### src/design/scfl_pkg.sv
// scfl_pkg: shared types and codes for the slab chunk free list
// holds action, status and register index codes and the controller/datapath
// command and status structs; depends on nothing
package scfl_pkg;

    // request action codes
    localparam logic [1:0] ACT_INIT  = 2'd0;
    localparam logic [1:0] ACT_ALLOC = 2'd1;
    localparam logic [1:0] ACT_FREE  = 2'd2;

    // configuration register indexes
    localparam logic [1:0] CFG_CHUNK_SHIFT     = 2'd0;
    localparam logic [1:0] CFG_CHUNK_COUNT     = 2'd1;
    localparam logic [1:0] CFG_RESERVED_CHUNKS = 2'd2;

    // configuration reset values
    localparam logic [3:0] RST_CHUNK_SHIFT     = 4'd6;
    localparam logic [8:0] RST_CHUNK_COUNT     = 9'd256;
    localparam logic [7:0] RST_RESERVED_CHUNKS = 8'd1;

    // response status codes
    typedef enum logic [1:0] {
        ST_OK       = 2'd0,
        ST_NO_FREE  = 2'd1,
        ST_BAD_FREE = 2'd2
    } status_t;

    // commands from the controller to the datapath
    typedef struct packed {
        logic accept;     // request taken this cycle
        logic walk_step;  // write one link of the init walk
        logic commit;     // apply the request and load the response
    } scfl_cmd_t;

    // status from the datapath to the controller
    typedef struct packed {
        logic init_req;   // pending request on the input is an init
        logic init_walk;  // reserved chunks leave at least one usable chunk
        logic walk_last;  // current walk index is the last chunk
        logic out_busy;   // response register holds a result not yet taken
    } scfl_stat_t;

endpackage

### src/design/scfl_req_if.sv
// scfl_req_if: request channel of the slab chunk free list
// valid/ready handshake carrying action and free offset; no dependencies
interface scfl_req_if;
    logic        valid;
    logic        ready;
    logic [1:0]  action;
    logic [19:0] free_offset;

    modport source (output valid, output action, output free_offset, input ready);
    modport sink   (input valid, input action, input free_offset, output ready);
endinterface

### src/design/scfl_rsp_if.sv
// scfl_rsp_if: response channel of the slab chunk free list
// valid/ready handshake carrying status, offset, free count and flags
interface scfl_rsp_if;
    logic        valid;
    logic        ready;
    logic [1:0]  status;
    logic [19:0] alloc_offset;
    logic [8:0]  free_total;
    logic        slab_empty;
    logic        slab_full;

    modport source (output valid, output status, output alloc_offset,
                    output free_total, output slab_empty, output slab_full,
                    input ready);
    modport sink   (input valid, input status, input alloc_offset,
                    input free_total, input slab_empty, input slab_full,
                    output ready);
endinterface

### src/design/scfl_cfg_if.sv
// scfl_cfg_if: configuration write channel of the slab chunk free list
// valid/ready handshake carrying register index and write data
interface scfl_cfg_if;
    logic       valid;
    logic       ready;
    logic [1:0] index;
    logic [8:0] data;

    modport source (output valid, output index, output data, input ready);
    modport sink   (input valid, input index, input data, output ready);
endinterface

### src/design/slab_chunk_free_list.sv
// Slab chunk free list: hands out and takes back equal power-of-two chunks of
// one slab through a linked free list of chunk indices in a link memory; index
// zero ends the list and the leading reserved chunks are never handed out.
// For alloc, free and the unused action, the idle state takes the request
// and reads the link memory at the list head into a register, and the done
// state then commits. Init first steps the walk state over the usable chunks,
// one link written per cycle through the single memory write
// port; usable chunks are the effective chunk count (capped at MAX_CHUNKS)
// less the effective reserved count (zero reserved acts as one), and there are
// none when the header covers the slab. The link memory is not cleared at
// reset; run init before the first alloc. Requests are taken one at a time; a
// response waits in an output register, and a finished request holds its
// commit until the previous response has been taken. Configuration writes are
// always ready and apply at once; the list is rebuilt only by the next init.
module slab_chunk_free_list
    import scfl_pkg::*;
#(
    parameter int MAX_CHUNKS  = 256,
    parameter int OFFSET_BITS = 20
)
(
    input  logic       clk,
    input  logic       rst_n,
    scfl_req_if.sink   req,
    scfl_rsp_if.source rsp,
    scfl_cfg_if.sink   cfg
);

    scfl_cmd_t  cmd;
    scfl_stat_t stat;
    logic       req_ready;

    // configuration channel never stalls
    assign cfg.ready = 1'b1;
    assign req.ready = req_ready;

    // sequencing
    scfl_ctrl u_ctrl (
        .clk       (clk),
        .rst_n     (rst_n),
        .req_valid (req.valid),
        .req_ready (req_ready),
        .stat      (stat),
        .cmd       (cmd)
    );

    // list storage and response
    scfl_datapath #(
        .MAX_CHUNKS  (MAX_CHUNKS),
        .OFFSET_BITS (OFFSET_BITS)
    ) u_datapath (
        .clk              (clk),
        .rst_n            (rst_n),
        .cmd              (cmd),
        .stat             (stat),
        .req_action       (req.action),
        .req_free_offset  (req.free_offset),
        .cfg_we           (cfg.valid),
        .cfg_index        (cfg.index),
        .cfg_data         (cfg.data),
        .rsp_ready        (rsp.ready),
        .rsp_valid        (rsp.valid),
        .rsp_status       (rsp.status),
        .rsp_alloc_offset (rsp.alloc_offset),
        .rsp_free_total   (rsp.free_total),
        .rsp_slab_empty   (rsp.slab_empty),
        .rsp_slab_full    (rsp.slab_full)
    );

endmodule

### src/design/scfl_ctrl.sv
// scfl_ctrl: sequencing state machine of the slab chunk free list
// drives datapath commands from request handshake and datapath status;
// uses scfl_pkg
module scfl_ctrl
    import scfl_pkg::*;
(
    input  logic       clk,
    input  logic       rst_n,
    input  logic       req_valid,
    output logic       req_ready,
    input  scfl_stat_t stat,
    output scfl_cmd_t  cmd
);

    typedef enum logic [2:0] {
        S_IDLE = 3'b001,
        S_WALK = 3'b010,
        S_DONE = 3'b100
    } state_t;

    state_t state_reg;
    state_t state_next;

    // state register
    always_ff @(posedge clk or negedge rst_n)
    begin
        if (!rst_n)
        begin
            state_reg <= S_IDLE;
        end
        else
        begin
            state_reg <= state_next;
        end
    end

    // next state and commands
    always_comb
    begin
        state_next    = state_reg;
        cmd.accept    = 1'b0;
        cmd.walk_step = 1'b0;
        cmd.commit    = 1'b0;
        req_ready     = 1'b0;
        case (state_reg)
            S_IDLE:
            begin
                req_ready = 1'b1;
                if (req_valid)
                begin
                    cmd.accept = 1'b1;
                    if (stat.init_req && stat.init_walk)
                    begin
                        state_next = S_WALK;
                    end
                    else
                    begin
                        state_next = S_DONE;
                    end
                end
            end
            S_WALK:
            begin
                cmd.walk_step = 1'b1;
                if (stat.walk_last)
                begin
                    state_next = S_DONE;
                end
            end
            S_DONE:
            begin
                if (!stat.out_busy)
                begin
                    cmd.commit = 1'b1;
                    state_next = S_IDLE;
                end
            end
            default:
            begin
                state_next = S_IDLE;
            end
        endcase
    end

endmodule

### src/design/scfl_datapath.sv
// scfl_datapath: link memory, list head, free tally, config and response
// registers of the slab chunk free list; acts on commands from scfl_ctrl;
// uses scfl_pkg
module scfl_datapath
    import scfl_pkg::*;
#(
    parameter int MAX_CHUNKS  = 256,
    parameter int OFFSET_BITS = 20
)
(
    input  logic        clk,
    input  logic        rst_n,
    input  scfl_cmd_t   cmd,
    output scfl_stat_t  stat,
    input  logic [1:0]  req_action,
    input  logic [19:0] req_free_offset,
    input  logic        cfg_we,
    input  logic [1:0]  cfg_index,
    input  logic [8:0]  cfg_data,
    input  logic        rsp_ready,
    output logic        rsp_valid,
    output logic [1:0]  rsp_status,
    output logic [19:0] rsp_alloc_offset,
    output logic [8:0]  rsp_free_total,
    output logic        rsp_slab_empty,
    output logic        rsp_slab_full
);

    localparam int IDX_W   = $clog2(MAX_CHUNKS);
    localparam int TALLY_W = $clog2(MAX_CHUNKS + 1);
    localparam int CMP_W   = (TALLY_W > 9) ? TALLY_W : 9;
    localparam logic [31:0] OFF_MASK = (OFFSET_BITS >= 32) ? 32'hFFFF_FFFF :
                                       32'((64'd1 << OFFSET_BITS) - 64'd1);

    // configuration registers
    logic [3:0] shift_reg;
    logic [8:0] count_reg;
    logic [7:0] rsv_reg;

    // latched request
    logic [1:0]  act_reg;
    logic [19:0] foff_reg;

    // list state
    logic [IDX_W-1:0]   head_reg, head_next;
    logic [TALLY_W-1:0] tally_reg, tally_next;
    logic [IDX_W-1:0]   walk_idx_reg;
    logic [IDX_W-1:0]   link_rd_reg;
    logic [IDX_W-1:0]   link_mem [MAX_CHUNKS];

    // response registers
    logic        out_valid_reg;
    logic [1:0]  status_reg;
    logic [19:0] aoff_reg;
    logic [8:0]  total_reg;
    logic        empty_reg;
    logic        full_reg;

    logic [8:0]         count_eff;
    logic [7:0]         rsv_eff;
    logic               walk_ok;
    logic [8:0]         usable;
    logic [19:0]        free_idx;
    logic               free_bad;
    logic [31:0]        aoff_wide;
    status_t            status_next;
    logic [19:0]        aoff_next;
    logic               mem_we;
    logic [IDX_W-1:0]   mem_addr;
    logic [IDX_W-1:0]   mem_wdata;
    logic [CMP_W-1:0]   tally_x;
    logic               walk_last;

    // effective count and reserved chunks
    assign count_eff = (32'(count_reg) > 32'(MAX_CHUNKS)) ? 9'(MAX_CHUNKS) : count_reg;
    assign rsv_eff   = (rsv_reg == 8'd0) ? 8'd1 : rsv_reg;
    assign walk_ok   = {1'b0, rsv_eff} < count_eff;
    assign usable    = walk_ok ? (count_eff - {1'b0, rsv_eff}) : 9'd0;
    assign walk_last = (32'(walk_idx_reg) + 32'd1) == 32'(count_eff);

    // status to controller
    assign stat.init_req  = req_action == ACT_INIT;
    assign stat.init_walk = walk_ok;
    assign stat.walk_last = walk_last;
    assign stat.out_busy  = out_valid_reg && !rsp_ready;

    // configuration writes
    always_ff @(posedge clk or negedge rst_n)
    begin
        if (!rst_n)
        begin
            shift_reg <= RST_CHUNK_SHIFT;
            count_reg <= RST_CHUNK_COUNT;
            rsv_reg   <= RST_RESERVED_CHUNKS;
        end
        else if (cfg_we)
        begin
            case (cfg_index)
                CFG_CHUNK_SHIFT:     shift_reg <= cfg_data[3:0];
                CFG_CHUNK_COUNT:     count_reg <= cfg_data;
                CFG_RESERVED_CHUNKS: rsv_reg   <= cfg_data[7:0];
                default:             ;
            endcase
        end
    end

    // free offset to chunk index and range check
    assign free_idx  = foff_reg >> shift_reg;
    assign free_bad  = (free_idx < 20'(rsv_eff)) || (free_idx >= 20'(count_eff));
    assign aoff_wide = (32'(head_reg) << shift_reg) & OFF_MASK;

    // request outcome at commit
    always_comb
    begin
        head_next   = head_reg;
        tally_next  = tally_reg;
        status_next = ST_OK;
        aoff_next   = 20'd0;
        case (act_reg)
            ACT_INIT:
            begin
                if (walk_ok)
                begin
                    head_next  = IDX_W'(rsv_eff);
                    tally_next = TALLY_W'(usable);
                end
                else
                begin
                    head_next  = '0;
                    tally_next = '0;
                end
            end
            ACT_ALLOC:
            begin
                if (head_reg == '0)
                begin
                    status_next = ST_NO_FREE;
                end
                else
                begin
                    aoff_next = aoff_wide[19:0];
                    head_next = link_rd_reg;
                    if (tally_reg != '0)
                    begin
                        tally_next = tally_reg - 1'b1;
                    end
                end
            end
            ACT_FREE:
            begin
                if (free_bad)
                begin
                    status_next = ST_BAD_FREE;
                end
                else
                begin
                    head_next = free_idx[IDX_W-1:0];
                    if (32'(tally_reg) < 32'(MAX_CHUNKS))
                    begin
                        tally_next = tally_reg + 1'b1;
                    end
                end
            end
            default:
            begin
                status_next = ST_OK;
            end
        endcase
    end

    // link memory write port: init walk or free push
    always_comb
    begin
        mem_we    = 1'b0;
        mem_addr  = walk_idx_reg;
        mem_wdata = walk_last ? '0 : walk_idx_reg + 1'b1;
        if (cmd.walk_step)
        begin
            mem_we = 1'b1;
        end
        else if (cmd.commit && act_reg == ACT_FREE && !free_bad)
        begin
            mem_we    = 1'b1;
            mem_addr  = free_idx[IDX_W-1:0];
            mem_wdata = head_reg;
        end
    end

    // link memory, read at the list head when a request is taken
    always_ff @(posedge clk)
    begin
        if (mem_we)
        begin
            link_mem[mem_addr] <= mem_wdata;
        end
        if (cmd.accept)
        begin
            link_rd_reg <= link_mem[head_reg];
        end
    end

    // request payload and walk index
    always_ff @(posedge clk)
    begin
        if (cmd.accept)
        begin
            act_reg      <= req_action;
            foff_reg     <= req_free_offset & OFF_MASK[19:0];
            walk_idx_reg <= IDX_W'(rsv_eff);
        end
        else if (cmd.walk_step)
        begin
            walk_idx_reg <= walk_idx_reg + 1'b1;
        end
    end

    // list head and free tally
    always_ff @(posedge clk or negedge rst_n)
    begin
        if (!rst_n)
        begin
            head_reg  <= '0;
            tally_reg <= '0;
        end
        else if (cmd.commit)
        begin
            head_reg  <= head_next;
            tally_reg <= tally_next;
        end
    end

    // response valid
    always_ff @(posedge clk or negedge rst_n)
    begin
        if (!rst_n)
        begin
            out_valid_reg <= 1'b0;
        end
        else if (cmd.commit)
        begin
            out_valid_reg <= 1'b1;
        end
        else if (rsp_ready)
        begin
            out_valid_reg <= 1'b0;
        end
    end

    // response payload
    assign tally_x = CMP_W'(tally_next);
    always_ff @(posedge clk)
    begin
        if (cmd.commit)
        begin
            status_reg <= status_next;
            aoff_reg   <= aoff_next;
            total_reg  <= tally_x[8:0];
            empty_reg  <= tally_x == CMP_W'(usable);
            full_reg   <= tally_next == '0;
        end
    end

    assign rsp_valid        = out_valid_reg;
    assign rsp_status       = status_reg;
    assign rsp_alloc_offset = aoff_reg;
    assign rsp_free_total   = total_reg;
    assign rsp_slab_empty   = empty_reg;
    assign rsp_slab_full    = full_reg;

endmodule

### src/flat_wrapper.sv
// flat-port wrapper written by rule: the top's interface ports become plain ports
module slab_chunk_free_list_flat import scfl_pkg::*;
#(
    parameter int MAX_CHUNKS  = 256,
    parameter int OFFSET_BITS = 20
)
  (clk, rst_n, req_valid, req_action, req_free_offset, req_ready, rsp_valid, rsp_status, rsp_alloc_offset, rsp_free_total, rsp_slab_empty, rsp_slab_full, rsp_ready, cfg_valid, cfg_index, cfg_data, cfg_ready);
  scfl_req_if req_i ();
  scfl_rsp_if rsp_i ();
  scfl_cfg_if cfg_i ();
  input  logic clk;
  input  logic rst_n;
  input wire logic [$bits(req_i.valid)-1:0] req_valid;
  input wire logic [$bits(req_i.action)-1:0] req_action;
  input wire logic [$bits(req_i.free_offset)-1:0] req_free_offset;
  output wire logic [$bits(req_i.ready)-1:0] req_ready;
  output wire logic [$bits(rsp_i.valid)-1:0] rsp_valid;
  output wire logic [$bits(rsp_i.status)-1:0] rsp_status;
  output wire logic [$bits(rsp_i.alloc_offset)-1:0] rsp_alloc_offset;
  output wire logic [$bits(rsp_i.free_total)-1:0] rsp_free_total;
  output wire logic [$bits(rsp_i.slab_empty)-1:0] rsp_slab_empty;
  output wire logic [$bits(rsp_i.slab_full)-1:0] rsp_slab_full;
  input wire logic [$bits(rsp_i.ready)-1:0] rsp_ready;
  input wire logic [$bits(cfg_i.valid)-1:0] cfg_valid;
  input wire logic [$bits(cfg_i.index)-1:0] cfg_index;
  input wire logic [$bits(cfg_i.data)-1:0] cfg_data;
  output wire logic [$bits(cfg_i.ready)-1:0] cfg_ready;
  assign req_i.valid = req_valid;
  assign req_i.action = req_action;
  assign req_i.free_offset = req_free_offset;
  assign req_ready = req_i.ready;
  assign rsp_valid = rsp_i.valid;
  assign rsp_status = rsp_i.status;
  assign rsp_alloc_offset = rsp_i.alloc_offset;
  assign rsp_free_total = rsp_i.free_total;
  assign rsp_slab_empty = rsp_i.slab_empty;
  assign rsp_slab_full = rsp_i.slab_full;
  assign rsp_i.ready = rsp_ready;
  assign cfg_i.valid = cfg_valid;
  assign cfg_i.index = cfg_index;
  assign cfg_i.data = cfg_data;
  assign cfg_ready = cfg_i.ready;
  slab_chunk_free_list #(.MAX_CHUNKS(MAX_CHUNKS), .OFFSET_BITS(OFFSET_BITS)) u_core (.clk(clk), .rst_n(rst_n), .req(req_i), .rsp(rsp_i), .cfg(cfg_i));
endmodule
### config.mk
export PLATFORM = sky130hd
export DESIGN_NAME = slab_chunk_free_list_flat
export DESIGN_NICKNAME = d
export VERILOG_FILES = /design/src/design/scfl_pkg.sv /design/src/design/scfl_req_if.sv /design/src/design/scfl_rsp_if.sv /design/src/design/scfl_cfg_if.sv /design/src/design/slab_chunk_free_list.sv /design/src/design/scfl_ctrl.sv /design/src/design/scfl_datapath.sv /design/src/flat_wrapper.sv
export SDC_FILE = /design/constraint.sdc
export NUM_CORES = 2
export LEC_CHECK = 0
export BUFFER_PORTS_ARGS = -buffer_cell sky130_fd_sc_hd__buf_2
export CAP_MARGIN = 0
export CELL_PAD_IN_SITES_DETAIL_PLACEMENT = 1
export CELL_PAD_IN_SITES_GLOBAL_PLACEMENT = 2
export CORE_ASPECT_RATIO = 0.75
export CORE_MARGIN = 3
export CORE_UTILIZATION = 52
export DETAILED_ROUTE_END_ITERATION = 8
export GPL_TIMING_DRIVEN = 0
export MAX_ROUTING_LAYER = met4
export PLACE_DENSITY_LB_ADDON = 0.1
export SLEW_MARGIN = 10
export SYNTH_ARGS = -nofsm -noshare
export SYNTH_HDL_FRONTEND = slang
export SYNTH_SLANG_ARGS = --single-unit
### constraint.sdc
create_clock -name clk -period 30.9 [get_ports clk]
set_clock_uncertainty 0.1 [all_clocks]
set_input_delay 1.545 -clock clk [delete_from_list [all_inputs] [get_ports clk]]
set_output_delay 1.545 -clock clk [all_outputs]
set_load 0.03 [all_outputs]
Yosys cells after proc, flatten, opt, wreduce, memory -nomap -nowiden
Memories as Yosys holds them, arrays and structs flattened. A register that Yosys moved wholly into a read port is not among the register bits.
Index checks and enable logic that the tools add are counted.
{"block": "op_classes", "add_sub_neg": 5, "mul": 0, "n_div": 0, "magnitude_cmp": 5, "eq_ne": 14, "shifts": 2, "n_mux": 40, "bitwise": 1, "reduce_logical": 23}
{"op": "$mux W8", "count": 11}
{"op": "$mux W9", "count": 7}
{"op": "$pmux W9 S3", "count": 1}
{"op": "$pmux W8 S3", "count": 1}
{"op": "$ge A20 B9 Y1", "count": 1}
{"op": "$lt A20 B8 Y1", "count": 1}
{"op": "$shl A8 B4 Y20", "count": 1}
{"op": "$shr A20 B4 Y20", "count": 1}
{"op": "$eq A9 B9 Y1", "count": 2}
{"op": "$logic_not A8 Y1", "count": 2}
{"op": "$mux W1", "count": 13}
{"op": "$mux W3", "count": 4}
{"op": "$ne A2 B2 Y1 const B", "count": 5}
{"op": "$add A8 B1 Y9 const B", "count": 1}
{"op": "$add A9 B1 Y9 const B", "count": 1}
{"op": "$gt A9 B9 Y1 const B", "count": 1}
{"op": "$logic_not A9 Y1", "count": 1}
{"op": "$lt A8 B9 Y1", "count": 1}
{"op": "$lt A9 B9 Y1 const B", "count": 1}
{"op": "$pmux W3 S3", "count": 1}
{"op": "$reduce_bool A9 Y1", "count": 1}
{"op": "$sub A9 B1 Y9 const B", "count": 1}
{"op": "$sub A9 B8 Y9", "count": 1}
{"op": "$add A8 B1 Y8 const B", "count": 1}
{"op": "other kinds (18)", "count": 29}
{"block": "totals", "register_bits": 105, "latch_bits": 0, "ramBits": 2048, "romBits": 0, "in_bits": 38, "output_inout_bits": 36, "word_cells": 106, "n_memories": 1}
{"name": "u_core.u_datapath.link_mem", "words": 256, "word_bits": 8, "rd": 1, "rd_clocked_by_memory_dff": 1, "wr": 1, "line": "scfl_datapath.sv:49", "rtl": "logic [IDX_W-1:0] link_mem [MAX_CHUNKS];"}

Longest topological paths before layout
{"block": "depth", "ltp_word": 10, "mapped_depth": 24, "depth_no_buf": 18}

Hierarchy
From an unflattened synthesis, not the netlist that was laid out.
{"block": "hier_totals", "hier_cells": 4118, "area_unflattened_um2": 87007.2}
{"mod": "scfl_datapath", "n_inst": 1, "cells_each": 4099, "area_each_um2": 86807.0, "seq_area_each_um2": 64612.0}
{"mod": "scfl_ctrl", "n_inst": 1, "cells_each": 17, "area_each_um2": 188.9, "seq_area_each_um2": 76.3}
{"mod": "slab_chunk_free_list", "n_inst": 1, "cells_each": 2, "area_each_um2": 11.3, "seq_area_each_um2": 0.0}

Least setup slack after synthesis
No wires, ideal clock.
{"block": "synth_timing", "path_type": "register to register", "from": "register u_core.u_datapath.shift_reg[1]", "to": "memory u_core.u_datapath.link_mem[0][0] in the netlist's numbering (data pin)", "setup_ns": 2.243, "t_arrival_ns": 14.681, "t_required_ns": 28.557, "setup_slack_ns": 13.876, "path_stages_with_launch": 22, "n_path_buf": 8, "synth_period_minus_slack_ns": 17.024, "path_cell_list": "dfstp_2 > buf_6 > buf_2 > buf_2 > buf_2 > mux2_2 > o21ai_0 > o21ai_0 > a21oi_1 > inv_1 > ha_1 > a21o_1 > a21oi_1 > o22a_1 > a41o_1 > a21boi_1 > and3_1 > buf_2 > clkbuf_1 > clkbuf_1 > buf_1 > o31ai_1"}
{"block": "synth_between", "elab_chain_len": 7, "elab_cells_between_ends": 8, "cone_classes": "2 x order compare; 1 x shift; 2 x mux; 3 x reduce/logical"}
{"element": "start, declared", "line": "scfl_datapath.sv:36", "rtl": "logic [3:0] shift_reg;"}
{"element": "start signal, assigned", "line": "scfl_datapath.sv:99", "rtl": "CFG_CHUNK_SHIFT: shift_reg <= cfg_data[3:0];"}
{"element": "$shr A20 B4 Y20 (*)", "line": "scfl_datapath.sv:108", "rtl": "assign free_idx = foff_reg >> shift_reg;"}
{"element": "$lt A20 B8 Y1 or $ge A20 B9 Y1 (tied branches)", "line": "scfl_datapath.sv:109", "rtl": "assign free_bad = (free_idx < 20'(rsv_eff)) || (free_idx >= 20'(count_eff));"}
{"element": "$logic_or A1 B1 Y1 (*)", "line": "scfl_datapath.sv:109"}
{"element": "$logic_not A1 Y1 (*)", "line": "scfl_datapath.sv:181", "rtl": "else if (cmd.commit && act_reg == ACT_FREE && !free_bad)"}
{"element": "$logic_and A1 B1 Y1 (*)", "line": "scfl_datapath.sv:181"}
{"element": "$mux W8 (*)", "line": "scfl_datapath.sv:181"}
{"element": "$mux W8 (*)", "line": "scfl_datapath.sv:177", "rtl": "if (cmd.walk_step)"}
{"element": "via u_core.u_datapath.mem_wdata[0]", "line": "scfl_datapath.sv:70", "rtl": "logic [IDX_W-1:0] mem_wdata;"}
{"element": "end, declared", "line": "scfl_datapath.sv:49"}
Mark *: on every way through the listed nets, which the timed path passes. The rest lies on a longest branch.

Worst setup path in the final report
{"block": "layout_timing", "from": "register u_core.u_datapath.shift_reg[1]", "to": "memory u_core.u_datapath.link_mem[78][1] in the netlist's numbering (data pin)"}
The elaborated chain is that of the path after synthesis.

==> impl_metrics.py <==
metrics = {
    "timing": {
        "fin_crit_sh_pct": 30.82,
        "rsz0062_at_grt": "no",
        "period_needed_ns": 9.524,
        "finalSetupViolCount": 0,
        "slew_headroom_pct": -2.682,
        "finalSetupTns_ns": 0,
        "fmax_mhz": 105.0,
        "final_hold_viol_count": 0,
        "tightestPinTransition_ns": 1.533,
        "slew_viol_final": 5,
    },
    "final_layout": {
        "fin_area_mm2": 0.09966,
        "final_cell_mix": "edfxtp_1 (2119), nor2_1 (394), mux2i_1 (380)",
        "layout_commonest_cell": "edfxtp_1",
        "layout.nets": 5529,
        "largest_reg_flops": 2048,
        "post-route-util_pct": 59.37,
        "syn_to_final_growth_pct": 13.16,
        "drive_gt1_share_pct": 18.69,
    },
    "grt": {
        "grt_pass1_vias": 51910,
        "grt_antenna_before_repair": 19,
        "overflow": 0,
        "grt_pass1_wl_mm": 413.7,
        "grt_max_degree": 43,
        "grt_usage_pct": 35.30,
    },
    "floorplan": {
        "die-area_mm2": 0.1744,
        "core_area_mm2": 0.1679,
        "start_util_pct": 52.46,
        "fp-row-count": 130,
        "die_w_um": 481.2,
        "ios": 74,
        "die_h_um": 362.4,
    },
    "pwr": {
        "p_int_mw": 6.219,
        "p_seq_share_pct": 36.0,
        "netSwitchingPower_mw": 4.112,
        "clock_power_share_pct": 22.8,
        "swShare_pct": 39.80,
        "peakVddDrop_v": 0.00007691,
        "leakagePower_nw": 32.14,
        "p_total_mw": 10.33,
        "power_density_mw_per_mm2": 103.7,
        "combPwrFrac_pct": 41.2,
    },
    "placed_design": {
        "portBuffers": 72,
        "dp_hpwl_mm": 218.3,
        "place_area_mm2": 0.09359,
        "place_congestion": 0.9674,
    },
    "critical_path": {
        "worstSetupPathType": "flop to flop",
        "critPathCaptureType": "flop",
        "cpMaxStageDelayCell": "a21oi_1",
        "cp_data_arrival_time_ns": 10.09,
        "crit_end": "u_core.u_datapath.link_mem[78][1]$_DFFE_PP_",
        "rr_startpoint": "u_core.u_datapath.shift_reg[1]$_DFFE_PN1P_",
        "crit_start": "u_core.u_datapath.shift_reg[1]$_DFFE_PN1P_",
        "worstPathRequired_ns": 31.47,
        "regToRegSetupSlack_ns": 21.38,
        "critPathLaunchType": "flop",
        "slowest_delay_ns": 0.93,
        "path_common_cell": "buf_8",
        "worst_r2r_path_depth": 27,
        "r2r-end": "u_core.u_datapath.link_mem[78][1]$_DFFE_PP_",
        "path_max_fanout": 24,
    },
    "route": {
        "ant_nets": 0,
        "wirelength_mm": 299.9,
        "drtPass1Iterations": 6,
        "routedWlPerCell_um": 38.12,
        "viasPerCell": 6.779,
        "route.detailed.drc": 0,
        "dr.first_iter.drc_count": 8274,
        "num_vias": 53340,
    },
    "hold_path": {
        "hp-class": "flop to flop",
        "holdPathStages": 1,
    },
    "cts": {
        "cts_buffers": 201,
        "clk_pin_slew_ns": 0.07,
        "cts_tree": "yes",
        "cts_root_buf": "clkbuf_16",
        "cts.sinks": 2161,
        "cts_max_path_buffers": 3,
        "cts_resized": 0,
        "htreeDepth": 4,
        "postCtsSetupBuffers": 0,
        "clock_latency_ns": 0.87,
        "cts-hold-fix-buffers": 0,
    },
    "yosys": {
        "synth_flop_cell": "edfxtp_1",
        "synth_edf_count": 2119,
        "avgSynthCellArea_um2": 17.43,
        "synth-seq-area-share_pct": 73.45,
        "syn_area_mm2": 0.08807,
        "synth-seq-cells": 2161,
        "synth.distinct_cells": 87,
        "async_flop_share_pct": 1.944,
        "synthCells": 5054,
        "synth_nets": 5125,
        "ys_warn_count": 0,
    },
    "run": {
        "maxCapViolations": 1,
    },
    "status": {
        "violations": "max-capacitance violations, max-slew violations",
        "status": "finished, violations left",
    },
}
per-stage QoR:
| step | hold slack [ns] | cells | worst slack (ns) |
|---|---|---|---|
| after floorplan | 0.3712 | 5054 | 13.88 |
| after global routing | 0.4391 | 7865 | 20.83 |
| final | 0.4098 | 7868 | 21.38 |
| after CTS | 0.4132 | 7856 | 21.51 |
| after global placement | 0.3842 | 7370 | -3.711 |
| after detailed placement | 0.3961 | 7499 | 21.57 |
metal layers:
| layer | wire length, um | vias up | GRT usage (%) |
|---|---|---|---|
| met2 | 130700 | 3283 | 49.37 |
| met3 | 35860 | 401 | 9.028 |
| li1 | - | 21240 | - |
| met5 | 0 | - | - |
| met1 | 124800 | 28410 | 52.00 |
| met4 | 8621 | 0 | 9.071 |
worst max-delay path: cells and delay by family, from the launching register on:
kind            cells  cell delay [ns]
mux                 1             0.40
simple gates        2             0.41
compound gates      8             3.05
buf+inv            15             4.34
fa+ha+maj           1             0.34
flops               1             0.63
final cells by class:
| class | instances | area (um^2) |
|---|---|---|
| Timing Repair Buffer | 201 | 2530 |
| Buffer | 318 | 1336 |
| Sequential cell | 2161 | 64690 |
| Tap cell | 2244 | 2808 |
| Clock inverter | 109 | 774.5 |
| Fill cell | 14880 | 68200 |
| Antenna cell | 12 | 30.03 |
| Clock buffer | 248 | 5249 |
| Inverter | 47 | 176.4 |
| Multi-Input combinational cell | 2528 | 22070 |
cells by family (layout without fill, tap and decap cells):
logic type               count (synthesis)  in the layout  share of synthesized area, %
AO/OA/AOI/OAI                          909            909                         6.433
XOR/XNOR                                28             28                        0.2785
adder cells (fa/ha/maj)                 33             33                        0.4774
buffers and inverters                  365            923                         1.625
flip-flops                            2161           2161                         73.45
multiplexers                           837            837                         14.09
other                                    1             13                      0.004258
AND/OR/NAND/NOR                        720            720                         3.637
Yosys cell counts, types with 41 or more instances:
library cell | instances | area [um^2]
a21oi_1 | 346 | 1732
buf_1 | 81 | 304.0
clkbuf_1 | 207 | 777.0
edfxtp_1 | 2119 | 63630
inv_1 | 41 | 153.9
mux2_2 | 147 | 1655
mux2i_1 | 380 | 3804
mux4_2 | 306 | 6892
nand2_1 | 99 | 371.6
nor2_1 | 394 | 1479
nor3_1 | 84 | 420.4
o21ai_0 | 152 | 760.7
o221ai_1 | 119 | 1042
o22ai_1 | 124 | 775.7
worst min path at each step:
| stage | endpoint | startpoint |
|---|---|---|
| 5_1_grt | u_core.u_datapath.count_reg[5]$_DFFE_PN0P_ | u_core.u_datapath.count_reg[5]$_DFFE_PN0P_ |
| 3_3_place_gp | u_core.u_datapath.count_reg[5]$_DFFE_PN0P_ | u_core.u_datapath.count_reg[5]$_DFFE_PN0P_ |
| 6_report | u_core.u_datapath.count_reg[3]$_DFFE_PN0P_ | u_core.u_datapath.count_reg[3]$_DFFE_PN0P_ |
| 2_1_floorplan | u_core.u_datapath.count_reg[1]$_DFFE_PN0P_ | u_core.u_datapath.count_reg[1]$_DFFE_PN0P_ |
| 3_5_place_dp | u_core.u_datapath.count_reg[1]$_DFFE_PN0P_ | u_core.u_datapath.count_reg[1]$_DFFE_PN0P_ |
| 4_1_cts | u_core.u_datapath.count_reg[3]$_DFFE_PN0P_ | u_core.u_datapath.count_reg[3]$_DFFE_PN0P_ |
power by group through the flow:
stage	sequential (mW)	clock, mW	combinational [mW]
floorplan	4.02	0	2.04
global placement	4.41	0	3.74
detailed placement	3.78	0	4.11
CTS	3.72	2.37	4.13
global route	3.72	2.49	4.35
finish	3.72	2.36	4.25
Power figures use the tool's default switching activity.
